<file path="config.mk">
export PLATFORM = sky130hd
export DESIGN_NAME = skt_cell
export DESIGN_NICKNAME = d
export VERILOG_FILES = /design/src/rtl/skt_pkg.sv /design/src/rtl/skt_cell.sv
export SDC_FILE = /design/constraint.sdc
export NUM_CORES = 1
export LEC_CHECK = 0
export BUFFER_PORTS_ARGS = -buffer_cell sky130_fd_sc_hd__buf_2
export CORE_MARGIN = 3
export CORE_UTILIZATION = 47
export CTS_CLUSTER_SIZE = 10
export DETAILED_ROUTE_END_ITERATION = 10
export PLACE_DENSITY = 0.92
export SYNTH_ARGS = -nofsm -noshare
export SYNTH_HDL_FRONTEND = slang
export SYNTH_SLANG_ARGS = --single-unit
export TNS_END_PERCENT = 1
</file>
<file path="constraint.sdc">
create_clock -name clk -period 9.2 [get_ports clk]
set_input_delay 2.76 -clock clk [delete_from_list [all_inputs] [get_ports clk]]
set_output_delay 2.76 -clock clk [all_outputs]
set_load 0.01 [all_outputs]
</file>
<file path="src/rtl/skt_pkg.sv">
// ----------------------------------------------------------------------------
// skt_pkg
// Shared types and codes of the sorted key table: operation and status codes,
// sequencer states and the per-cell control word.
// ----------------------------------------------------------------------------
package skt_pkg;

	localparam int OP_BITS     = 2;
	localparam int STATUS_BITS = 3;
	localparam int ENTRY_BITS  = 6;

	typedef enum logic [OP_BITS-1:0] {
		OP_INSERT = 2'd0,
		OP_DELETE = 2'd1,
		OP_LIST   = 2'd2,
		OP_NONE   = 2'd3
	} op_t;

	typedef enum logic [STATUS_BITS-1:0] {
		STAT_INSERTED  = 3'd0,
		STAT_FULL      = 3'd1,
		STAT_DELETED   = 3'd2,
		STAT_NOT_FOUND = 3'd3,
		STAT_ENTRY     = 3'd4,
		STAT_EMPTY     = 3'd5
	} status_t;

	typedef enum logic [3:0] {
		S_IDLE  = 4'b0001,
		S_CMP   = 4'b0010,
		S_APPLY = 4'b0100,
		S_LIST  = 4'b1000
	} state_t;

	// what every cell does to its entry
	typedef enum logic [1:0] {
		ACT_HOLD   = 2'd0,
		ACT_INSERT = 2'd1,
		ACT_DELETE = 2'd2,
		ACT_ROTATE = 2'd3
	} cell_act_t;

	typedef struct packed {
		cell_act_t act;
		logic      capture;
	} cell_ctrl_t;

endpackage

</file>
<file path="src/rtl/skt_cell.sv">
// ----------------------------------------------------------------------------
// skt_cell
// One slot of the table: holds a key and payload, compares against the
// broadcast key and moves its entry to or from its neighbors.
// ----------------------------------------------------------------------------
module skt_cell #(
	parameter int KEY_BITS     = 32,
	parameter int PAYLOAD_BITS = 16
) (
	input  logic                    clk,
	input  logic                    arst_n,
	input  skt_pkg::cell_ctrl_t     ctrl,
	input  logic                    occupied,
	input  logic                    is_tail,
	input  logic [KEY_BITS-1:0]     new_key,
	input  logic [PAYLOAD_BITS-1:0] new_pay,
	input  logic [KEY_BITS-1:0]     prev_key,
	input  logic [PAYLOAD_BITS-1:0] prev_pay,
	input  logic                    prev_gt,
	input  logic                    prev_hit,
	input  logic [KEY_BITS-1:0]     next_key,
	input  logic [PAYLOAD_BITS-1:0] next_pay,
	input  logic [KEY_BITS-1:0]     head_key,
	input  logic [PAYLOAD_BITS-1:0] head_pay,
	output logic [KEY_BITS-1:0]     key_q,
	output logic [PAYLOAD_BITS-1:0] pay_q,
	output logic                    gt,
	output logic                    hit,
	output logic                    first
);
	import skt_pkg::*;

	logic gt_q;
	logic match_q;

	always_ff @(posedge clk or negedge arst_n) begin
		if (!arst_n) begin
			gt_q    <= 1'b0;
			match_q <= 1'b0;
		end else if (ctrl.capture) begin
			gt_q    <= occupied && (key_q > new_key);
			match_q <= occupied && (key_q == new_key);
		end
	end

	assign gt    = gt_q;
	// hit: a match at this cell or anywhere ahead of it
	assign hit   = prev_hit | match_q;
	assign first = match_q & ~prev_hit;

	always_ff @(posedge clk) begin
		case (ctrl.act)
			ACT_INSERT: begin
				if (!gt_q) begin
					if (prev_gt) begin
						key_q <= new_key;
						pay_q <= new_pay;
					end else begin
						key_q <= prev_key;
						pay_q <= prev_pay;
					end
				end
			end
			ACT_DELETE: begin
				if (hit) begin
					key_q <= next_key;
					pay_q <= next_pay;
				end
			end
			ACT_ROTATE: begin
				if (occupied) begin
					if (is_tail) begin
						key_q <= head_key;
						pay_q <= head_pay;
					end else begin
						key_q <= next_key;
						pay_q <= next_pay;
					end
				end
			end
			default: begin
			end
		endcase
	end

endmodule

</file>
==> flow_summary.json <==
{
  "drv_cap": 0,
  "final_cells": 731,
  "path_class": "input port to output pin",
  "cts.clk_slew.worst_paths_ns": 0.09,
  "worstHoldEndpoint": "match_q",
  "cts_resized": 0,
  "wl_per_cell_um": 15.76,
  "gp_congestion": 0.9252,
  "arrival_ns": 3.30,
  "grt_pass1_wl_um": 18370,
  "vias_per_cell": 5.369,
  "clk_path_buf_depth": 2,
  "finalWorstSetupSlack_ns": 3.138,
  "numClockSinks": 50,
  "drive_above_1_share_pct": 43.08,
  "ys_warn_count": 0,
  "post-route-util_pct": 67.10,
  "grtUsageTotal_pct": 23.55,
  "worstHoldPathType": "register to register",
  "drcViolationCount": 0,
  "yosysSeqAreaShare_pct": 38.25,
  "holdBufCountCts": 0,
  "nets": 861,
  "die-area_um2": 9424,
  "path_max_fanout": 2,
  "hold_viol_final": 0,
  "power_density_nw_per_um2": 114.8,
  "finalInstanceArea_um2": 5293,
  "drt_iter0_drc": 118,
  "yosys.area.top_type": "edfxtp_1",
  "clockRootBuffer": "clkbuf_8",
  "report.final.slew_viol_count": 0,
  "initial_core_util_pct": 49.43,
  "crit_chain": "buf_2 -> or2_2 -> buf_2",
  "rsz0062_at_grt": "no",
  "postCtsSetupBuffers": 0,
  "synth.top_cell.area_share_pct": 36.97,
  "cts_max_level": 2,
  "vias": 3925,
  "whs_path_depth": 2,
  "dieWidth_um": 97.08,
  "fin_skew_ns": 0.005155,
  "r2r_start": "key_q[14]",
  "regArea_um2": 1491,
  "timing.max_slew.rel_slack_pct": 40.29,
  "syn_inst": 392,
  "postRouteAntennaNets": 0,
  "cpMostUsedCell": "buf_2",
  "pre_cts_ws_ns": 3.138,
  "startpoint": "prev_hit",
  "placed_area_um2": 5207,
  "fin_tns_setup_ns": 0,
  "overflow": 0,
  "area.growth.synth_to_final_pct": 35.75,
  "status": "completed",
  "grt_pass1_vias": 3979,
  "synthTopCellsByArea": "edfxtp_1 (37%), mux2i_1 (12%), ha_1 (10%)",
  "reg2reg_depth": 6,
  "tightest_slew_ns": 0.8957,
  "syn-cell-area_um2": 3899,
  "end_kind": "output pin",
  "leakage_nw": 2.702,
  "hold_start": "match_q",
  "pin_count": 252,
  "reg2reg_to": "gt",
  "synth-seq-cells": 50,
  "finalSetupViolations": 0,
  "dieHeight_um": 97.08,
  "dp_hpwl_um": 9427,
  "grt_max_degree": 97,
  "max_freq_mhz": 165.0,
  "n_fill_cell": 645,
  "syn_avg_cell_area_um2": 9.946,
  "syn-num-nets": 625,
  "rrSetupSlack_ns": 7.26,
  "routed_wl_um": 11520,
  "port_buffers": 251,
  "ys_types": 36,
  "slowest_delay_ns": 0.28,
  "antenna_cells": 0,
  "firstDrtPassIters": 4,
  "multiInputGateArea_um2": 2178,
  "cts_tree": "built",
  "coreArea_um2": 7888,
  "rows": 32,
  "post-route-period-util_pct": 65.89,
  "fin_crit_ns": 6.062,
  "start_kind": "input port",
  "worstPathRequired_ns": 6.44,
  "antenna_found_initial": 0,
  "post-place-cells": 723,
  "cp_slowest_cell": "or2_2",
  "insertion_delay_ns": 0.29,
  "cts-buffers-inserted": 5,
  "peakVddDrop_v": 0.00006701
}
## synthesized netlist by cell type
master,number
a211oi_1,48
a21boi_2,1
a21o_1,4
a21oi_1,61
a221o_1,1
a31oi_1,1
a41oi_1,1
and2b_2,1
and3b_1,1
and4_1,1
buf_1,1
buf_2,8
buf_4,3
clkbuf_1,14
dfrtp_1,2
edfxtp_1,48
ha_1,32
inv_1,33
mux2i_1,48
nand2_1,6
nand2b_1,2
nand3_1,4
nand4_1,3
nand4_2,2
nand4_4,1
nor2_1,2
nor2b_1,50
nor3_1,1
nor4_1,1
nor4_2,1
o211ai_1,2
o21ai_0,4
o22ai_1,1
o31ai_1,1
or2_2,1
or3_1,1
## cell usage in the layout (no fill, tap or decap), types with 2 or more instances in the layout
cell type	Yosys	layout
dfrtp_1	2	2
o211ai_1	2	2
o21ai_0	4	3
mux2i_1	48	48
nor2b_1	50	50
inv_1	33	33
a21oi_1	61	61
nand3_1	4	4
a21o_1	4	4
edfxtp_1	48	48
a211oi_1	48	48
ha_1	32	32
nand2_1	6	5
nand4_1	3	3
nand2b_1	2	2
nand4_2	2	2
buf_2	8	251
buf_4	3	4
nor2_1	2	2
clkbuf_8	0	5
## worst max-delay path: cells and delay by family
| kind | cells | cell delay, ns |
|---|---|---|
| buffers and inverters | 2 | 0.25 |
| AND/OR/NAND/NOR | 1 | 0.28 |
## flip-flops by register name (all words and copies together), names as in the netlist
name / cells
key_q: 32
pay_q: 16
gt: 1
match_q: 1
## metal layers
| metal | up-vias | share of wire, % | GRT usage, % |
|---|---|---|---|
| li1 | 1939 | - | - |
| met1 | 1797 | 37 | 25.61 |
| met2 | 169 | 54 | 45.33 |
| met3 | 20 | 7.1 | 5.671 |
| met4 | 0 | 1.9 | 5.940 |
| met5 | - | 0 | 0 |
## area by class of cell
class / instances / area share (%)
Clock buffer: 5 / 1.300
Clock inverter: 3 / 0.3073
Inverter: 33 / 2.340
Multi-Input combinational cell: 283 / 41.16
Sequential cell: 50 / 28.18
Tap cell: 102 / 2.411
Timing Repair Buffer: 255 / 24.30
## per-stage QoR
step / power, mW / hold WS [ns]
after CTS: 0.6138 / 0.5859
after floorplan: 0.4022 / 0.5286
after detailed placement: 0.4902 / 0.5717
final: 0.6076 / 0.5840
after global placement: 0.4808 / 0.5653
after global routing: 0.6456 / 0.6303
## how the worst max path moves through the flow
| stage | to | slack, ns | cells after the start |
|---|---|---|---|
| finish | hit | 3.14 | 3 |
| detailed placement | hit | 3.14 | 3 |
| floorplan | key_q[0] | 2.25 | 3 |
| CTS | hit | 3.14 | 3 |
| global route | hit | 3.13 | 3 |
| global placement | hit | 3.15 | 3 |
## report_power, final
part           leakage, nW  total [mW]  internal (mW)  switching, mW
registers            0.487       0.288          0.278        0.00942
clock network       0.0416       0.124         0.0522         0.0718
logic                 2.17       0.196         0.0926          0.103
total                 2.70       0.608          0.423          0.184
## cell families (layout without fill, tap and decap cells)
group | Yosys count | count (layout) | synth area share (%)
and+or+nand+nor | 78 | 78 | 12.90
DFF | 50 | 50 | 38.25
muxes | 48 | 48 | 12.32
buffers and inverters | 59 | 296 | 6.226
AOI/OAI and AO/OA | 125 | 125 | 20.03
adders and majority gates | 32 | 32 | 10.27
Power figures use the tool's default switching activity.
